===== src/sv/hte_pkg.sv =====
`default_nettype none
package hte_pkg;

	localparam int NumSymbols = 128;
	localparam int MaxCodeLen = 32;
	localparam int SymW       = 7;
	localparam int CodeW      = 32;
	localparam int LenW       = 6;
	localparam int TotalW     = 48;
	localparam int OpW        = 2;
	localparam int WordW      = CodeW + 8;
	localparam int EntryW     = CodeW + LenW;

	typedef enum logic [OpW-1:0] {
		OP_LOAD   = 2'd0,
		OP_ENCODE = 2'd1,
		OP_FLUSH  = 2'd2,
		OP_NONE   = 2'd3
	} op_t;

	typedef enum logic [2:0] {
		ST_IDLE,
		ST_LOAD,
		ST_ALIGN,
		ST_MERGE,
		ST_SEND,
		ST_FLUSH,
		ST_NOP,
		ST_ERR
	} state_t;

	typedef enum logic [2:0] {
		RES_LOAD,
		RES_BYTE,
		RES_FLUSH,
		RES_NOP,
		RES_ERR
	} res_kind_t;

	typedef struct packed {
		logic      capture;
		logic      write_entry;
		logic      align;
		logic      merge;
		logic      push;
		res_kind_t kind;
	} cmd_t;

	typedef struct packed {
		op_t  op;
		logic out_free;
		logic enc_err;
		logic last_byte;
	} status_t;

endpackage
`default_nettype wire


===== src/sv/hte_ctrl.sv =====
`default_nettype none
module hte_ctrl (
	input  wire logic             clk,
	input  wire logic             arst_n,
	input  wire logic             in_valid,
	output logic                  in_ready,
	input  wire hte_pkg::status_t status,
	output hte_pkg::cmd_t         cmd
);

	hte_pkg::state_t state_q;
	hte_pkg::state_t state_d;

	always_ff @(posedge clk or negedge arst_n) begin
		if (!arst_n) begin
			state_q <= hte_pkg::ST_IDLE;
		end else begin
			state_q <= state_d;
		end
	end

	always_comb begin
		state_d = state_q;
		unique case (state_q) inside
			hte_pkg::ST_IDLE: begin
				if (in_valid) begin
					unique case (status.op)
						hte_pkg::OP_LOAD:   state_d = hte_pkg::ST_LOAD;
						hte_pkg::OP_ENCODE: state_d = hte_pkg::ST_ALIGN;
						hte_pkg::OP_FLUSH:  state_d = hte_pkg::ST_FLUSH;
						default:            state_d = hte_pkg::ST_NOP;
					endcase
				end
			end
			hte_pkg::ST_ALIGN: state_d = hte_pkg::ST_MERGE;
			hte_pkg::ST_MERGE: begin
				state_d = status.enc_err ? hte_pkg::ST_ERR : hte_pkg::ST_SEND;
			end
			hte_pkg::ST_SEND: begin
				if (status.out_free && status.last_byte) begin
					state_d = hte_pkg::ST_IDLE;
				end
			end
			hte_pkg::ST_LOAD, hte_pkg::ST_FLUSH, hte_pkg::ST_NOP, hte_pkg::ST_ERR: begin
				if (status.out_free) begin
					state_d = hte_pkg::ST_IDLE;
				end
			end
			default: state_d = hte_pkg::ST_IDLE;
		endcase
	end

	always_comb begin
		in_ready        = 1'b0;
		cmd.capture     = 1'b0;
		cmd.write_entry = 1'b0;
		cmd.align       = 1'b0;
		cmd.merge       = 1'b0;
		cmd.push        = 1'b0;
		cmd.kind        = hte_pkg::RES_NOP;
		unique case (state_q)
			hte_pkg::ST_IDLE: begin
				in_ready    = 1'b1;
				cmd.capture = in_valid;
			end
			hte_pkg::ST_LOAD: begin
				cmd.write_entry = status.out_free;
				cmd.push        = status.out_free;
				cmd.kind        = hte_pkg::RES_LOAD;
			end
			hte_pkg::ST_ALIGN: cmd.align = 1'b1;
			hte_pkg::ST_MERGE: cmd.merge = !status.enc_err;
			hte_pkg::ST_SEND: begin
				cmd.push = status.out_free;
				cmd.kind = hte_pkg::RES_BYTE;
			end
			hte_pkg::ST_FLUSH: begin
				cmd.push = status.out_free;
				cmd.kind = hte_pkg::RES_FLUSH;
			end
			hte_pkg::ST_NOP: begin
				cmd.push = status.out_free;
				cmd.kind = hte_pkg::RES_NOP;
			end
			hte_pkg::ST_ERR: begin
				cmd.push = status.out_free;
				cmd.kind = hte_pkg::RES_ERR;
			end
			default: ;
		endcase
	end

endmodule
`default_nettype wire


===== src/sv/hte_datapath.sv =====
`default_nettype none
module hte_datapath #(
	parameter int NUM_SYMBOLS  = hte_pkg::NumSymbols,
	parameter int MAX_CODE_LEN = hte_pkg::MaxCodeLen
) (
	input  wire logic                       clk,
	input  wire logic                       arst_n,
	input  wire hte_pkg::cmd_t              cmd,
	output hte_pkg::status_t                status,
	input  wire logic [hte_pkg::OpW-1:0]    in_op,
	input  wire logic [hte_pkg::SymW-1:0]   in_symbol,
	input  wire logic [hte_pkg::CodeW-1:0]  in_code_word,
	input  wire logic [hte_pkg::LenW-1:0]   in_code_length,
	input  wire logic                       out_ready,
	output logic                            out_valid,
	output logic [7:0]                      out_byte,
	output logic                            byte_valid,
	output logic                            last_of_run,
	output logic [hte_pkg::TotalW-1:0]      total_bits,
	output logic                            error_flag
);

	localparam int IdxW     = (NUM_SYMBOLS > 2) ? $clog2(NUM_SYMBOLS) : 1;
	localparam int LenLimit = (MAX_CODE_LEN > hte_pkg::CodeW) ? hte_pkg::CodeW : MAX_CODE_LEN;
	localparam int CodeW    = hte_pkg::CodeW;
	localparam int LenW     = hte_pkg::LenW;
	localparam int WordW    = hte_pkg::WordW;

	logic [hte_pkg::EntryW-1:0] entry_mem_q [NUM_SYMBOLS];
	logic [NUM_SYMBOLS-1:0]     entry_valid_q;

	logic [hte_pkg::SymW-1:0]   sym_q;
	logic [CodeW-1:0]           code_in_q;
	logic [LenW-1:0]            len_in_q;
	logic [hte_pkg::EntryW-1:0] rd_entry_q;
	logic                       rd_valid_q;
	logic [CodeW-1:0]           code_al_q;
	logic [LenW-1:0]            enc_len_q;
	logic [WordW-1:0]           word_q;
	logic [2:0]                 nbytes_q;
	logic [7:0]                 pend_q;
	logic [2:0]                 pc_q;
	logic [hte_pkg::TotalW-1:0] bit_total_q;

	logic                       out_valid_q;
	logic [7:0]                 out_byte_q;
	logic                       out_bvalid_q;
	logic                       out_last_q;
	logic [hte_pkg::TotalW-1:0] out_total_q;
	logic                       out_err_q;

	logic [7:0]       in_sym8;
	logic [7:0]       sym8_q;
	logic [IdxW-1:0]  in_idx;
	logic [IdxW-1:0]  idx_q;
	logic             in_range_in;
	logic             in_range_q;
	logic             load_err;
	logic [LenW-1:0]  rd_len;
	logic [LenW-1:0]  rd_len_eff;
	logic [LenW-1:0]  sum;
	logic [WordW-1:0] word_new;
	logic [7:0]       pend_new;
	logic             out_free;
	logic             last_byte;

	logic [7:0]       res_byte;
	logic             res_bvalid;
	logic             res_last;
	logic             res_err;

	assign in_sym8     = {1'b0, in_symbol};
	assign sym8_q      = {1'b0, sym_q};
	assign in_idx      = in_sym8[IdxW-1:0];
	assign idx_q       = sym8_q[IdxW-1:0];
	assign in_range_in = {1'b0, in_sym8} < 9'(NUM_SYMBOLS);
	assign in_range_q  = {1'b0, sym8_q} < 9'(NUM_SYMBOLS);
	assign load_err    = !in_range_q || (len_in_q > LenW'(LenLimit));
	assign rd_len      = rd_entry_q[hte_pkg::EntryW-1 -: LenW];
	assign rd_len_eff  = rd_valid_q ? rd_len : '0;
	assign sum         = {3'b000, pc_q} + enc_len_q;
	assign word_new    = {pend_q, {CodeW{1'b0}}} | ({code_al_q, 8'h00} >> pc_q);
	assign out_free    = !out_valid_q || out_ready;
	assign last_byte   = (nbytes_q[2:1] == 2'b00);

	always_comb begin
		case (sum[5:3])
			3'd0:    pend_new = word_new[39:32];
			3'd1:    pend_new = word_new[31:24];
			3'd2:    pend_new = word_new[23:16];
			3'd3:    pend_new = word_new[15:8];
			3'd4:    pend_new = word_new[7:0];
			default: pend_new = 8'h00;
		endcase
	end

	assign status.op        = hte_pkg::op_t'(in_op);
	assign status.out_free  = out_free;
	assign status.enc_err   = (enc_len_q == '0);
	assign status.last_byte = last_byte;

	// entry store: written on a load, read as a new beat is taken
	always_ff @(posedge clk) begin
		if (cmd.write_entry && in_range_q) begin
			entry_mem_q[idx_q] <= {(load_err ? LenW'(0) : len_in_q), code_in_q};
		end
		if (cmd.capture) begin
			rd_entry_q <= entry_mem_q[in_idx];
		end
	end

	always_ff @(posedge clk or negedge arst_n) begin
		if (!arst_n) begin
			entry_valid_q <= '0;
			rd_valid_q    <= 1'b0;
		end else begin
			if (cmd.write_entry && in_range_q) begin
				entry_valid_q[idx_q] <= 1'b1;
			end
			if (cmd.capture) begin
				rd_valid_q <= in_range_in && entry_valid_q[in_idx];
			end
		end
	end

	always_ff @(posedge clk) begin
		if (cmd.capture) begin
			sym_q     <= in_symbol;
			code_in_q <= in_code_word;
			len_in_q  <= in_code_length;
		end
		if (cmd.align) begin
			code_al_q <= rd_entry_q[CodeW-1:0] << (LenW'(CodeW) - rd_len_eff);
		end
		if (cmd.merge) begin
			word_q <= word_new;
		end else if (cmd.push && cmd.kind == hte_pkg::RES_BYTE && nbytes_q != 3'd0) begin
			word_q <= word_q << 8;
		end
	end

	always_ff @(posedge clk or negedge arst_n) begin
		if (!arst_n) begin
			enc_len_q   <= '0;
			nbytes_q    <= '0;
			pend_q      <= '0;
			pc_q        <= '0;
			bit_total_q <= '0;
		end else begin
			if (cmd.align) begin
				enc_len_q <= rd_len_eff;
			end
			if (cmd.merge) begin
				nbytes_q    <= sum[5:3];
				pc_q        <= sum[2:0];
				pend_q      <= pend_new;
				bit_total_q <= bit_total_q + hte_pkg::TotalW'(enc_len_q);
			end else if (cmd.push && cmd.kind == hte_pkg::RES_BYTE && nbytes_q != 3'd0) begin
				nbytes_q <= nbytes_q - 3'd1;
			end else if (cmd.push && cmd.kind == hte_pkg::RES_FLUSH) begin
				pend_q <= '0;
				pc_q   <= '0;
			end
		end
	end

	always_comb begin
		res_byte   = 8'h00;
		res_bvalid = 1'b0;
		res_last   = 1'b1;
		res_err    = 1'b0;
		unique case (cmd.kind)
			hte_pkg::RES_LOAD: res_err = load_err;
			hte_pkg::RES_BYTE: begin
				if (nbytes_q != 3'd0) begin
					res_byte   = word_q[WordW-1 -: 8];
					res_bvalid = 1'b1;
					res_last   = last_byte;
				end
			end
			hte_pkg::RES_FLUSH: begin
				if (pc_q != 3'd0) begin
					res_byte   = pend_q;
					res_bvalid = 1'b1;
				end
			end
			hte_pkg::RES_ERR: res_err = 1'b1;
			default: ;
		endcase
	end

	// output register, refilled as soon as its beat is taken
	always_ff @(posedge clk or negedge arst_n) begin
		if (!arst_n) begin
			out_valid_q <= 1'b0;
		end else if (cmd.push) begin
			out_valid_q <= 1'b1;
		end else if (out_ready) begin
			out_valid_q <= 1'b0;
		end
	end

	always_ff @(posedge clk) begin
		if (cmd.push) begin
			out_byte_q   <= res_byte;
			out_bvalid_q <= res_bvalid;
			out_last_q   <= res_last;
			out_total_q  <= bit_total_q;
			out_err_q    <= res_err;
		end
	end

	assign out_valid   = out_valid_q;
	assign out_byte    = out_byte_q;
	assign byte_valid  = out_bvalid_q;
	assign last_of_run = out_last_q;
	assign total_bits  = out_total_q;
	assign error_flag  = out_err_q;

	a_pend_low_clear: assert property (@(posedge clk) disable iff (!arst_n)
		(pend_q & (8'hFF >> pc_q)) == 8'h00)
		else $error("pending byte has bits below its count");

	a_empty_beat_zero: assert property (@(posedge clk) disable iff (!arst_n)
		out_valid_q && !out_bvalid_q |-> out_byte_q == 8'h00)
		else $error("beat without a byte carries data");

	a_err_no_byte: assert property (@(posedge clk) disable iff (!arst_n)
		out_valid_q && out_err_q |-> !out_bvalid_q)
		else $error("error beat carries a byte");

	a_byte_count: assert property (@(posedge clk) disable iff (!arst_n)
		nbytes_q <= 3'd4)
		else $error("more than four bytes from one symbol");

	a_push_fills: assert property (@(posedge clk) disable iff (!arst_n)
		cmd.push |=> out_valid_q)
		else $error("pushed beat lost");

endmodule
`default_nettype wire


===== src/sv/huffman_table_encoder.sv =====
// encode: the accepted beat passes the entry store read, code alignment and merge steps, then result beats leave
//   one per cycle while the output is free (one to four byte beats, one empty beat, or one error beat)
// load, flush and unknown operations: one result beat, pushed from the state after the one that takes the beat
// one item at a time, set by the entry store read, code alignment and packing steps
// reset clears control, packer, bit count and the entry valid flags; code words stay
//   undefined until loaded, no clearing pass
`default_nettype none
module huffman_table_encoder #(
	parameter int NUM_SYMBOLS  = hte_pkg::NumSymbols,
	parameter int MAX_CODE_LEN = hte_pkg::MaxCodeLen
) (
	input  wire logic        clk,
	input  wire logic        arst_n,
	input  wire logic        s_axis_tvalid,
	output logic             s_axis_tready,
	input  wire logic [47:0] s_axis_tdata,  // symbol, code_word, code_length
	input  wire logic [1:0]  s_axis_tuser,  // operation
	output logic             m_axis_tvalid,
	input  wire logic        m_axis_tready,
	output logic [55:0]      m_axis_tdata,  // out_byte, total_bits
	output logic [1:0]       m_axis_tuser,  // byte_valid, error_flag
	output logic             m_axis_tlast
);

	hte_pkg::cmd_t    cmd;
	hte_pkg::status_t status;

	logic [7:0]                 out_byte;
	logic                       byte_valid;
	logic                       error_flag;
	logic [hte_pkg::TotalW-1:0] total_bits;

	hte_ctrl u_ctrl (
		.clk      (clk),
		.arst_n   (arst_n),
		.in_valid (s_axis_tvalid),
		.in_ready (s_axis_tready),
		.status   (status),
		.cmd      (cmd)
	);

	hte_datapath #(
		.NUM_SYMBOLS  (NUM_SYMBOLS),
		.MAX_CODE_LEN (MAX_CODE_LEN)
	) u_datapath (
		.clk            (clk),
		.arst_n         (arst_n),
		.cmd            (cmd),
		.status         (status),
		.in_op          (s_axis_tuser),
		.in_symbol      (s_axis_tdata[6:0]),
		.in_code_word   (s_axis_tdata[38:7]),
		.in_code_length (s_axis_tdata[44:39]),
		.out_ready      (m_axis_tready),
		.out_valid      (m_axis_tvalid),
		.out_byte       (out_byte),
		.byte_valid     (byte_valid),
		.last_of_run    (m_axis_tlast),
		.total_bits     (total_bits),
		.error_flag     (error_flag)
	);

	assign m_axis_tdata = {total_bits, out_byte};
	assign m_axis_tuser = {error_flag, byte_valid};

endmodule
`default_nettype wire


===== config.mk =====
export PLATFORM = sky130hd
export DESIGN_NAME = huffman_table_encoder
export DESIGN_NICKNAME = d
export VERILOG_FILES = /design/src/sv/hte_pkg.sv /design/src/sv/hte_ctrl.sv /design/src/sv/hte_datapath.sv /design/src/sv/huffman_table_encoder.sv
export SDC_FILE = /design/constraint.sdc
export NUM_CORES = 2
export LEC_CHECK = 0
export BUFFER_PORTS_ARGS = -buffer_cell sky130_fd_sc_hd__buf_4
export CORE_UTILIZATION = 55
export CTS_CLUSTER_DIAMETER = 150
export DETAILED_ROUTE_END_ITERATION = 8
export PLACE_DENSITY = 0.71
export SLEW_MARGIN = 30
export SYNTH_ARGS = -nofsm -noshare
export SYNTH_HDL_FRONTEND = slang
export SYNTH_MEMORY_MAX_BITS = 65536
export SYNTH_SLANG_ARGS = --single-unit

===== constraint.sdc =====
create_clock -name clk -period 10.5 [get_ports clk]
set_input_delay 0.525 -clock clk [delete_from_list [all_inputs] [get_ports clk]]
set_output_delay 0.525 -clock clk [all_outputs]
set_load 0.02 [all_outputs]

==> qor.txt <==
Power consumption: 47.15 mW
Largest family of logic cells by synthesized area: multiplexers
Gr usage total: 27.68%
Commonest cells post-synth: 5,077 x edfxtp_1, 1,582 x mux4_2, 221 x clkbuf_1
Worst-path fanout max: 39
Synth Area in Simple Gates: 1.740%
Ys async rst share: 3.808%
Chip Height: 609.4 µm
Setup TNS: 0 ps
Critical path arrival: 5100 ps
Initial antenna violation count: 29
Final hold vios: 0
Mux contribution to synthesized area: 18.13%
Overflow left after global routing: 0
Critical Path Start: u_ctrl.state_q[1]$_DFFE_PN0P_
Status: complete, no violations
XOR/XNOR share of the synthesized area: 0.2245%
CTS sink count: 5,278
Psw: 11.30 mW
Post-route DRC: 0
Slew @ Worst Pin: 1110 ps
Htree depth: 6
Hold slack: 128.8 ps
Pleak: 72.43 nW
Internal power: 35.85 mW
CTS tree: done
Die Span X: 609.4 µm
Synth area leaders: edfxtp_1 75%, mux4_2 18%, dfrtp_1 2.5%
Worst Hold Class: primary input to async pin
Top_reg_cell synth: edfxtp_1
CP Class: flip-flop to flip-flop
Peak VDD IR: 185.3 µV
CP endpoint: u_datapath.entry_mem_q[13][27]$_DFFE_PP_
Max Cap Violations: 0
Comb pwr share: 10.0%
Die ar.: 371,400 µm²
Antenna Nets Post-Route: 0
Rows: 222
Synth Area per Inst: 23.62 µm²
Cell taking the most area after synthesis: edfxtp_1
Layout area overhead: 12.64%
Share of layout cells above drive strength 1: 32.15%
Synth cell types: 74
Effective utilization at floorplan: 55.38%
DR vias: 97,040
Endpoints failing setup: 0
# IOs: 115
Port buffer count: 111
RR Startpoint: u_ctrl.state_q[1]$_DFFE_PN0P_
Setup slack, reg-to-reg: 6030 ps
First-pass GRT wire length: 723,000 µm
Maximum number of pins on one net before global-route repair: 152
Post-Syn Nets: 8,658
FF-to-FF path depth: 6
Root Buffer: clkbuf_16
Pre-CTS setup slack: 5361 ps
Final worst slack: 6032 ps
Post-Synthesis Cells: 8,590
Drt first pass iters: 6
Slew HR: 25.99%
CTS clk-pin slew, worst paths: 60 ps
Flops & latches, synth: 5,278
Vias in the first global route: 97,470
Area after DPL: 211,600 µm²
Core area: 366,400 µm²
Clock Latency Late Sink: 1050 ps
Most common cell in the netlist: edfxtp_1
Post-route design area: 228,600 µm²
Register area share after synthesis: 77.62%
DR WL/cell: 35.82 µm
Min Tclk post-route: 4468 ps
Sequential share of power: 51.9%
Yosys warns: 0
Hpwl dp: 263,700 µm
Vias/cell: 6.766
Sw Share: 23.97%
Highest clock rate: 223.8 MHz
Adder-cell share of the synthesized area: 0.09373%
RSZ-0062 raised after global routing: no
Post-Route Skew: 56.67 ps
Post-synth top area share: 75.14%
Data required, critical path: 11,130 ps
Mapped Area: 202,900 µm²
Startpoint types: flip-flop
Final period utilization: 42.55%
Compound-Gate Fraction of Synth Area: 1.196%
Max-slew violation count: 0
R2r endpoint: u_datapath.entry_mem_q[13][27]$_DFFE_PP_
Post-CTS Setup Bufs: 0
FILL cells: 23,630
Post-synth EDFFs: 5,077
Drt initial violations: 14,580
Routability cong.: 0.8986
DRT Wirelength: 513,800 µm
CTS Buf Count: 520
Pwr dens: 206.3 nW/µm²
Clock Power Share: 38.1%
CTS max path bufs: 4
Nets: 9,187
Worst setup EP type: flip-flop
power groups by stage:
stage	registers [mW]	clock network [mW]	logic [mW]
6_report	24.5	17.9	4.74
5_1_grt	24.5	18.9	4.97
4_1_cts	24.5	18.1	4.66
3_5_place_dp	24.9	0	4.62
3_3_place_gp	24.9	0	4.49
2_1_floorplan	25.4	0	2.43
layout by cell type, fill, tap and decap left out, types with 17 or more instances in the layout:
cell and n:
or2_2 132, dfrtp_1 200, clkbuf_16 531, edfxtp_1 5077, clkinv_1 98, inv_6 18
clkbuf_1 109, mux4_2 1582, nor2_4 129, o22ai_2 30, a21oi_1 43, clkinv_2 75
nor4_1 47, bufinv_16 25, mux2i_1 100, nor2_1 78, clkinvlp_4 18, nand2_1 131
nand3_1 22, a31oi_1 17, nor3_1 23, o22ai_1 133, and3_1 21, inv_1 17
buf_4 390, xnor2_1 18, o21ai_0 53, dlygate4sd3_1 51, xor2_1 33
sequential cells by signal, indices dropped and copies added, names as in the netlist:
| name | flops |
|---|---|
| u_datapath.enc_len_q | 6 |
| u_datapath.last_of_run | 1 |
| u_datapath.idx_q | 7 |
| u_datapath.rd_valid_q | 1 |
| u_datapath.entry_mem_q | 4864 |
| u_datapath.byte_valid | 1 |
| u_datapath.entry_valid_q | 128 |
| u_datapath.code_al_q | 32 |
| u_datapath.pend_q | 8 |
| u_datapath.nbytes_q | 3 |
| u_datapath.len_in_q | 6 |
| u_datapath.out_valid | 1 |
| u_datapath.word_q | 39 |
| u_datapath.pc_q | 3 |
| u_datapath.out_byte | 8 |
| u_datapath.bit_total_q | 48 |
| u_datapath.error_flag | 1 |
| u_datapath.total_bits | 48 |
| u_ctrl.state_q | 3 |
| u_datapath.rd_entry_q | 38 |
| u_datapath.code_in_q | 32 |
layer usage:
layer  up-vias  wire length, µm  global-route usage (%)
li1      37920                -                       -
met1     52070           191700                   39.00
met2      6126           244500                   43.45
met3       926            56650                   5.734
met4         4            20880                   10.23
met5         -               18                       0
worst min-delay path by stage:
stage	from	endpoint	slack, ps
after detailed placement	u_datapath.entry_valid_q[8]$_DFFE_PN0P_	u_datapath.entry_valid_q[8]$_DFFE_PN0P_	450
after global placement	u_datapath.bit_total_q[20]$_DFFE_PN0P_	u_datapath.total_bits[20]$_DFFE_PP_	440
after global routing	arst_n	u_ctrl.state_q[0]$_DFFE_PN0P_	140
after CTS	arst_n	u_ctrl.state_q[0]$_DFFE_PN0P_	80
final	arst_n	u_ctrl.state_q[0]$_DFFE_PN0P_	130
after floorplan	arst_n	u_ctrl.state_q[0]$_DFFE_PN0P_	230
layout make-up:
type	count	area (µm²)	area share (%)
well taps	4816	6026	2.636
clock buffers	652	13860	6.065
repair buffers	470	3965	1.735
multi-input cells	2830	44670	19.55
clock inverters	268	2449	1.071
inverters	19	71.32	0.03120
flip-flops and latches	5278	157500	68.91
diodes	9	22.52	0.009854
through the flow:
stage / util (%) / instances
3_5_place_dp: 57.75 / 13360
5_1_grt: 62.38 / 14330
2_1_floorplan: - / 8590
4_1_cts: 62.34 / 14330
3_3_place_gp: 57.70 / 13360
6_report: 62.38 / 14340
critical path, cell delays in order (launching register included):
cell and delay, ps:
dfrtp_1 470, nor2_1 200, nand3_1 480, nor3_1 1020, nand2_1 830, nor2_4 240
buf_4 660
what timing repair did:
action                    4_1_cts  5_1_grt
hold endpoints to repair      133        0
resized for setup               0        0
hold buffers                   51        0
cells by family (layout without fill, tap and decap cells):
family,count (synthesis),after routing
adders and majority gates,14,14
muxes,1695,1695
DFF,5278,5278
buffers and inverters,482,1409
xor gates and xnor gates,52,52
and+or+nand+nor,695,695
other,0,9
AOI/OAI and AO/OA,374,374
Power figures use the tool's default switching activity.
